--- src/sv/imhu_pkg.sv ---
`timescale 1ns / 1ps
// ----------------------------------------------------------------------------
// imhu_pkg
// shared types and constants for the indexed max-heap update block
// ----------------------------------------------------------------------------
package imhu_pkg;

  localparam int NCatDefault = 64;
  localparam int KeyW = 32;
  localparam int CatW = 6;

  localparam logic OP_SET   = 1'b0;
  localparam logic OP_CLEAR = 1'b1;

  typedef logic signed [KeyW-1:0] key_t;
  typedef logic [CatW-1:0] cat_t;

  // controller to datapath
  typedef struct packed {
    logic load;
    logic clr_step;
    logic setk;
    logic rd_own;
    logic rd_key;
    logic swap_a;
    logic swap_b;
    logic rd_root;
    logic rd_rkey;
    logic finish;
  } cmd_t;

  // datapath to controller
  typedef struct packed {
    logic is_clear;
    logic skip;
    logic clr_last;
    logic stop;
  } sts_t;

endpackage

--- src/sv/imhu_ctrl.sv ---
`timescale 1ns / 1ps
// ----------------------------------------------------------------------------
// imhu_ctrl
// sequencer for clear sweep and sift steps
// ----------------------------------------------------------------------------
module imhu_ctrl (
  input  logic             clk,
  input  logic             rst,
  input  logic             start,
  output logic             busy,
  output imhu_pkg::cmd_t   cmd,
  input  imhu_pkg::sts_t   sts
);
  import imhu_pkg::*;

  localparam logic [3:0] S_INIT  = 4'd0;
  localparam logic [3:0] S_IDLE  = 4'd1;
  localparam logic [3:0] S_LOAD  = 4'd2;
  localparam logic [3:0] S_CLR   = 4'd3;
  localparam logic [3:0] S_SETK  = 4'd4;
  localparam logic [3:0] S_RDOWN = 4'd5;
  localparam logic [3:0] S_RDKEY = 4'd6;
  localparam logic [3:0] S_EVAL  = 4'd7;
  localparam logic [3:0] S_SWAP  = 4'd8;
  localparam logic [3:0] S_RDRT  = 4'd9;
  localparam logic [3:0] S_RDRK  = 4'd10;
  localparam logic [3:0] S_DONE  = 4'd11;

  logic [3:0] state, state_next;

  always_ff @(posedge clk) begin
    if (rst) state <= S_INIT;
    else state <= state_next;
  end

  assign busy = (state != S_IDLE);

  always_comb begin
    state_next = state;
    cmd = '0;
    unique case (state)
      // sweep after reset, no result
      S_INIT: begin
        cmd.clr_step = 1'b1;
        if (sts.clr_last) state_next = S_IDLE;
      end
      S_IDLE: if (start) state_next = S_LOAD;
      S_LOAD: begin
        cmd.load = 1'b1;
        if (sts.is_clear) state_next = S_CLR;
        else if (sts.skip) state_next = S_RDRT;
        else state_next = S_SETK;
      end
      S_CLR: begin
        cmd.clr_step = 1'b1;
        if (sts.clr_last) state_next = S_RDRT;
      end
      S_SETK: begin
        cmd.setk = 1'b1;
        state_next = S_RDOWN;
      end
      S_RDOWN: begin
        cmd.rd_own = 1'b1;
        state_next = S_RDKEY;
      end
      S_RDKEY: begin
        cmd.rd_key = 1'b1;
        state_next = S_EVAL;
      end
      S_EVAL: begin
        if (sts.stop) state_next = S_RDRT;
        else begin
          cmd.swap_a = 1'b1;
          state_next = S_SWAP;
        end
      end
      S_SWAP: begin
        cmd.swap_b = 1'b1;
        state_next = S_RDOWN;
      end
      S_RDRT: begin
        cmd.rd_root = 1'b1;
        state_next = S_RDRK;
      end
      S_RDRK: begin
        cmd.rd_rkey = 1'b1;
        state_next = S_DONE;
      end
      S_DONE: begin
        cmd.finish = 1'b1;
        state_next = S_IDLE;
      end
      default: state_next = S_IDLE;
    endcase
  end

endmodule

--- src/sv/imhu_dp.sv ---
`timescale 1ns / 1ps
// ----------------------------------------------------------------------------
// imhu_dp
// key store, position maps and sift compare/swap datapath
// ----------------------------------------------------------------------------
module imhu_dp #(
  parameter int NCat = imhu_pkg::NCatDefault
) (
  input  logic                   clk,
  input  logic                   rst,
  input  logic                   start,
  input  logic                   busy,
  input  logic                   op,
  input  logic [5:0]             category,
  input  logic signed [31:0]     new_key,
  input  imhu_pkg::cmd_t         cmd,
  output imhu_pkg::sts_t         sts,
  output logic                   done,
  output logic signed [31:0]     max_key,
  output logic [5:0]             max_category,
  output logic [5:0]             new_position
);
  import imhu_pkg::*;

  localparam int AW = (NCat > 1) ? $clog2(NCat) : 1;
  localparam int CW = AW + 1;
  localparam logic [CW-1:0] LastIdx = CW'(NCat - 1);
  localparam logic [CW-1:0] HalfN = CW'(NCat / 2);
  localparam logic [CW-1:0] HalfM = CW'((NCat - 1) / 2);

  // keys per category, owner per position, position per category
  key_t          keys  [NCat];
  logic [AW-1:0] owner [NCat];
  logic [AW-1:0] cpos  [NCat];

  logic          accept, valid_cat;
  logic          op_r, skip_r, dir_up;
  logic [AW-1:0] cat_r;
  key_t          kc;
  logic [CW-1:0] clr_cnt;
  logic [AW-1:0] clr_idx;
  logic [AW-1:0] pos, other_pos;
  logic [AW-1:0] own_a, own_b;
  key_t          key_a, key_b;
  logic [AW-1:0] own_addr_a, key_addr_a;
  logic          stop_c;
  logic [AW-1:0] pick_cat, pick_pos;
  logic [CW-1:0] pos_w, lpos, rpos, ppos;

  assign accept = start && !busy;
  assign valid_cat = ({26'd0, category} < 32'(NCat));
  assign clr_idx = clr_cnt[AW-1:0];
  assign pos_w = {1'b0, pos};
  assign lpos = (pos_w << 1) + CW'(1);
  assign rpos = (pos_w << 1) + CW'(2);
  assign ppos = (pos_w - CW'(1)) >> 1;
  assign own_addr_a = cmd.rd_root ? '0 : (dir_up ? ppos[AW-1:0] : lpos[AW-1:0]);
  assign key_addr_a = cmd.load ? cat_r : own_a;

  always_ff @(posedge clk) begin
    if (rst) begin
      clr_cnt <= '0;
      done <= 1'b0;
    end else begin
      done <= cmd.finish;
      if (accept) clr_cnt <= '0;
      else if (cmd.clr_step) clr_cnt <= clr_cnt + CW'(1);
    end
  end

  always_ff @(posedge clk) begin
    if (accept) begin
      op_r <= (op == OP_CLEAR);
      skip_r <= (op != OP_CLEAR) && !valid_cat;
      cat_r <= AW'(category);
      kc <= new_key;
    end
    if (cmd.setk) dir_up <= (key_a <= kc);
  end

  // key store
  always_ff @(posedge clk) begin
    if (cmd.clr_step) keys[clr_idx] <= '0;
    else if (cmd.setk) keys[cat_r] <= kc;
    if (cmd.load || cmd.rd_key || cmd.rd_rkey) key_a <= keys[key_addr_a];
    if (cmd.rd_key) key_b <= keys[own_b];
  end

  // owner per heap position
  always_ff @(posedge clk) begin
    if (cmd.clr_step) owner[clr_idx] <= clr_idx;
    else if (cmd.swap_a) owner[pos] <= pick_cat;
    else if (cmd.swap_b) owner[other_pos] <= cat_r;
    if (cmd.rd_own || cmd.rd_root) own_a <= owner[own_addr_a];
    if (cmd.rd_own) own_b <= owner[rpos[AW-1:0]];
  end

  // heap position per category
  always_ff @(posedge clk) begin
    if (cmd.clr_step) cpos[clr_idx] <= clr_idx;
    else if (cmd.swap_a) cpos[pick_cat] <= pos;
    else if (cmd.swap_b) cpos[cat_r] <= other_pos;
    if (cmd.load) pos <= cpos[cat_r];
    else if (cmd.swap_b) pos <= other_pos;
    if (cmd.swap_a) other_pos <= pick_pos;
  end

  always_comb begin
    pick_cat = own_a;
    pick_pos = ppos[AW-1:0];
    stop_c = 1'b0;
    if (dir_up) begin
      if (pos == '0 || kc <= key_a) stop_c = 1'b1;
    end else begin
      pick_pos = lpos[AW-1:0];
      if (pos_w >= HalfN) stop_c = 1'b1;
      else if (pos_w < HalfM && key_a <= key_b) begin
        pick_cat = own_b;
        pick_pos = rpos[AW-1:0];
        if (key_b <= kc) stop_c = 1'b1;
      end else if (key_a <= kc) stop_c = 1'b1;
    end
  end

  assign sts.is_clear = op_r;
  assign sts.skip = skip_r;
  assign sts.clr_last = (clr_cnt == LastIdx);
  assign sts.stop = stop_c;

  always_ff @(posedge clk) begin
    if (cmd.finish) begin
      max_key <= key_a;
      max_category <= 6'(own_a);
      new_position <= (op_r || skip_r) ? 6'd0 : 6'(pos);
    end
  end

endmodule

--- src/sv/indexed_max_heap_update.sv ---
`timescale 1ns / 1ps
// ----------------------------------------------------------------------------
// indexed_max_heap_update
// indexed binary max-heap, one key update or clear per command
// ----------------------------------------------------------------------------
// channel   | handshake            | beat
// command   | start / busy         | op, category, new_key
// result    | done strobe (1 cyc)  | max_key, max_category, new_position
// a set walks the sift loop (read owners, read keys, evaluate, swap) once
// per swap, at most log2(N) swaps, before reading back the root.
// a clear sweeps the maps one entry a cycle; an out-of-range category
// changes nothing and goes straight to reading back the root.
// done comes in the cycle busy falls; the receiver cannot stall it.
// rst is synchronous; the maps are swept after reset with busy high.
module indexed_max_heap_update #(
  parameter int NCat = imhu_pkg::NCatDefault
) (
  input  logic               clk,
  input  logic               rst,
  input  logic               start,
  output logic               busy,
  input  logic               op,
  input  logic [5:0]         category,
  input  logic signed [31:0] new_key,
  output logic               done,
  output logic signed [31:0] max_key,
  output logic [5:0]         max_category,
  output logic [5:0]         new_position
);
  import imhu_pkg::*;

  cmd_t cmd;
  sts_t sts;

  imhu_ctrl u_ctrl (
    .clk(clk), .rst(rst), .start(start), .busy(busy), .cmd(cmd), .sts(sts)
  );

  imhu_dp #(.NCat(NCat)) u_dp (
    .clk(clk), .rst(rst), .start(start), .busy(busy), .op(op),
    .category(category), .new_key(new_key), .cmd(cmd), .sts(sts),
    .done(done), .max_key(max_key), .max_category(max_category),
    .new_position(new_position)
  );

endmodule

--- config.mk ---
export PLATFORM = sky130hd
export DESIGN_NAME = indexed_max_heap_update
export DESIGN_NICKNAME = d
export VERILOG_FILES = /design/src/sv/imhu_pkg.sv /design/src/sv/imhu_ctrl.sv /design/src/sv/imhu_dp.sv /design/src/sv/indexed_max_heap_update.sv
export SDC_FILE = /design/constraint.sdc
export NUM_CORES = 2
export LEC_CHECK = 0
export CORE_UTILIZATION = 55
export CTS_BUF_LIST = sky130_fd_sc_hd__clkbuf_4 sky130_fd_sc_hd__clkbuf_8
export DETAILED_ROUTE_END_ITERATION = 6
export DONT_BUFFER_PORTS = 1
export GPL_TIMING_DRIVEN = 0
export PLACE_DENSITY = 0.69
export SLEW_MARGIN = 20
export SYNTH_ARGS = -nofsm -noshare
export SYNTH_HDL_FRONTEND = slang
export SYNTH_SLANG_ARGS = --single-unit
--- constraint.sdc ---
create_clock -name clk -period 7.09 [get_ports clk]
set_clock_uncertainty 0.05 [all_clocks]
set_input_delay 0.709 -clock clk [delete_from_list [all_inputs] [get_ports clk]]
set_output_delay 0.709 -clock clk [all_outputs]
set_load 0.1 [all_outputs]
==> results.sh <==
export IMPL_leakage_nw=49.2
export IMPL_grt_first_pass_wirelength_mm=645
export IMPL_io_pins=88
export IMPL_swShare_pct=25.8
export IMPL_clk_pin_slew_ns=0.07
export IMPL_vias=84286
export IMPL_synth_area_top_cells="edfxtp_1, mux4_2, nand2_1"
export IMPL_first_iter_violations=14513
export IMPL_p_total_mw=40.1
export IMPL_nets=7915
export IMPL_port_buffers=0
export IMPL_yosysWarnings=0
export IMPL_cts_tree="done"
export IMPL_hold_depth=1
export IMPL_r2r_slack_ns=-0.19
export IMPL_drive_above_1_share_pct=33.7
export IMPL_coreArea_sq_um=244000
export IMPL_grt_remaining_overflow=0
export IMPL_wl_met1_mm=162
export IMPL_crit_type="reg -> reg"
export IMPL_synth_seq_area_share_pct=66.3
export IMPL_hold_viol_final=0
export IMPL_fin_tns_setup_ns=-23.70
export IMPL_violations="setup timing"
export IMPL_insertion_delay_ns=1.21
export IMPL_final_area_sq_um=155000
export IMPL_start_kind="register"
export IMPL_final_cell_mix="edfxtp_1, mux4_2, nand2_1"
export IMPL_critPathCaptureType="register"
export IMPL_max_clock_path_buffers=4
export IMPL_grt_usage_pct=38.2
export IMPL_p_switching_mw=10.4
export IMPL_finalCoreUtilization_pct=63.6
export IMPL_powerDensity_nw_per_um2=258
export IMPL_netlist_instances=7033
export IMPL_min_period_over_period_pct=103
export IMPL_wl_met3_mm=87.2
export IMPL_clock_power_share_pct=37.2
export IMPL_drv_slew=0
export IMPL_r2r_cells=14
export IMPL_status="finished with violations"
export IMPL_layout_setup_ws_ns=-0.192
export IMPL_vdd_ir_drop_max_v=0.000236
export IMPL_cts_num_sinks=3000
export IMPL_seqPwrFrac_pct=51.5
export IMPL_drv_cap=0
export IMPL_dp_hpwl_mm=346
export IMPL_synth_edff_count=2988
export IMPL_grt_max_degree=55
export IMPL_via_per_inst=7.42
export IMPL_yosys_most_used_dff="edfxtp_1"
export IMPL_hp_class="in -> reg"
export IMPL_yosys_area_top_type="edfxtp_1"
export IMPL_syn_nets=7175
export IMPL_finalWirelength_mm=474
export IMPL_synth_cell_type_count=70
export IMPL_drtAntennaViolNets=0
export IMPL_drc=0
export IMPL_die_height_um=499
export IMPL_r2r_start="u_dp.key_a[9]"
export IMPL_synth_seq_cells=3000
export IMPL_hold_path_startpoint="category[2]"
export IMPL_crit_required_ns=7.85
export IMPL_wl_met2_mm=196
export IMPL_p_int_mw=29.8
export IMPL_final_common_cell="edfxtp_1"
export IMPL_antenna_found_initial=62
export IMPL_initial_core_util_pct=55.5
export IMPL_slew_headroom_pct=10.6
export IMPL_cts_made_buffers=487
export IMPL_grt_pass1_vias=80907
export IMPL_nFillCells=16455
export IMPL_wl_per_cell_um=41.7
export IMPL_netlist_area_leader_share_pct=66.1
export IMPL_synth_area_sq_um=136000
export IMPL_avgSynthCellArea_sq_um=19.3
export IMPL_die_area_sq_um=249000
export IMPL_fmax_ghz=0.137
export IMPL_worst_pin_slew_ns=1.34
export IMPL_synth_async_sr_flop_share_pct=0
export IMPL_row_count=181
export IMPL_fin_crit_ns=7.28
export IMPL_place_area_sq_um=145000
export IMPL_dr_pass1_iters=7
export IMPL_cts_htree_levels=5
export IMPL_highest_layer="met5"
export IMPL_cts_root_buf="clkbuf_8"
export IMPL_rr_endpoint="u_dp.owner[12][4]"
export IMPL_cp_arrival_ns=8.04
export IMPL_holdPathEnd="u_dp.cat_r[2]"
export IMPL_cp_max_fo=15
export IMPL_area_growth_pct=14.5
export IMPL_rsz0062_at_grt="true"
export IMPL_combPwrFrac_pct=11.4
export IMPL_gp_congestion=1.02
export IMPL_setup_viol_count_final=296
export IMPL_die_x_um=499
==> cells by family (layout without fill, tap and decap cells) <==
logic type | after synthesis | after routing | share of synthesized area, %
XOR/XNOR | 17 | 17 | 0.110
buffers and inverters | 600 | 1692 | 1.68
AO/OA/AOI/OAI | 678 | 679 | 3.52
multiplexers | 1440 | 1440 | 23.5
flip-flops | 3000 | 3000 | 66.3
AND/OR/NAND/NOR | 1198 | 1198 | 4.00
other | 0 | 32 | 0
adder cells (fa/ha/maj) | 100 | 100 | 0.922
==> layer usage <==
| layer | global-route usage (%) | vias up |
|---|---|---|
| met2 | 51.4 | 7774 |
| met5 | 1.25 | - |
| li1 | - | 31453 |
| met4 | 19.6 | 46 |
| met1 | 50.5 | 43788 |
| met3 | 19.6 | 1225 |
==> worst max path at each step <==
stage | cells past startpoint | slack, ns | endpoint | from
2_1_floorplan | 12 | 1.13 | u_dp.cpos[48][0] | u_dp.key_a[31]
3_3_place_gp | 12 | -3.43 | u_dp.cpos[35][2] | u_dp.key_a[31]
3_5_place_dp | 13 | -0.68 | u_dp.key_a[5] | u_ctrl.state[3]
4_1_cts | 14 | 0.02 | u_dp.owner[1][3] | u_dp.key_a[9]
5_1_grt | 14 | -0.17 | u_dp.owner[48][0] | u_dp.key_a[9]
6_report | 14 | -0.19 | u_dp.owner[12][4] | u_dp.key_a[9]
==> state kept, by name, indices dropped and copies added (netlist names), 7 cells and up <==
signal        cells
u_dp.owner      384
u_dp.cpos       384
u_dp.max_key     32
u_dp.key_b       32
u_dp.clr_cnt      7
u_dp.key_a       32
u_dp.keys      2048
u_dp.kc          32
==> through the flow <==
stage	std cells	hold slack, ns	setup slack, ns
floorplan	7033	0.376	1.13
global placement	10235	0.421	-3.43
detailed placement	10436	0.437	-0.676
CTS	11318	0.0223	0.0178
global route	11333	0.0692	-0.166
finish	11360	0.0883	-0.192
==> worst max-delay path, stage by stage (launching register included) <==
cell and delay (ns):
edfxtp_1 0.55, ha_1 0.38, nand4_1 0.13, or2_1 0.30, o31ai_1 0.46, a31oi_2 0.22, nor4b_4 0.61, o21ai_1 0.41
a211oi_4 0.65, buf_6 0.29, mux2i_1 0.76, o21ai_4 0.31, nor2_1 0.35, nand2_1 0.61, nor2_1 0.75
==> area by class of cell <==
class | count | area (sq um) | area share, %
well taps | 3202 | 4010 | 2.58
diodes | 32 | 80.1 | 0.0515
flip-flops and latches | 3000 | 90000 | 57.9
plain buffers | 519 | 2120 | 1.37
clock inverters | 195 | 1420 | 0.912
multi-input cells | 3434 | 44900 | 28.9
inverters | 80 | 300 | 0.193
repair buffers | 251 | 4690 | 3.02
clock buffers | 647 | 7930 | 5.10
==> synth_stat cells, types with 21 or more instances <==
| cell | count |
|---|---|
| edfxtp_1 | 2988 |
| a311oi_1 | 121 |
| inv_1 | 79 |
| mux2i_1 | 33 |
| ha_1 | 100 |
| nand3_1 | 41 |
| nand4_1 | 21 |
| nor3_1 | 34 |
| buf_1 | 147 |
| a211oi_1 | 233 |
| and2_1 | 112 |
| clkbuf_1 | 361 |
| nand2_1 | 555 |
| o21ai_0 | 32 |
| and3_1 | 93 |
| a31oi_1 | 83 |
| a21oi_1 | 129 |
| nor2_1 | 272 |
| mux4_2 | 1394 |
==> repair_timing <==
item / 4_1_cts / 5_1_grt
hold buffers: 41 / 0
hold endpoints to repair: 51 / 0
pin swaps: 0 / 1
gates resized for setup: 5 / 39
cloned: 0 / 1
setup buffers: 0 / 4
endpoints found under the setup margin: 24 / 192
==> power groups by stage <==
| stage | clock network, mW | registers, mW | logic, mW |
|---|---|---|---|
| global placement | 0 | 21.1 | 3.69 |
| floorplan | 0 | 21.0 | 2.07 |
| detailed placement | 0 | 21.0 | 4.31 |
| CTS | 14.9 | 20.6 | 4.34 |
| finish | 14.9 | 20.7 | 4.57 |
| global route | 15.6 | 20.7 | 4.62 |
No activity file was read; power rests on OpenSTA's default activity.
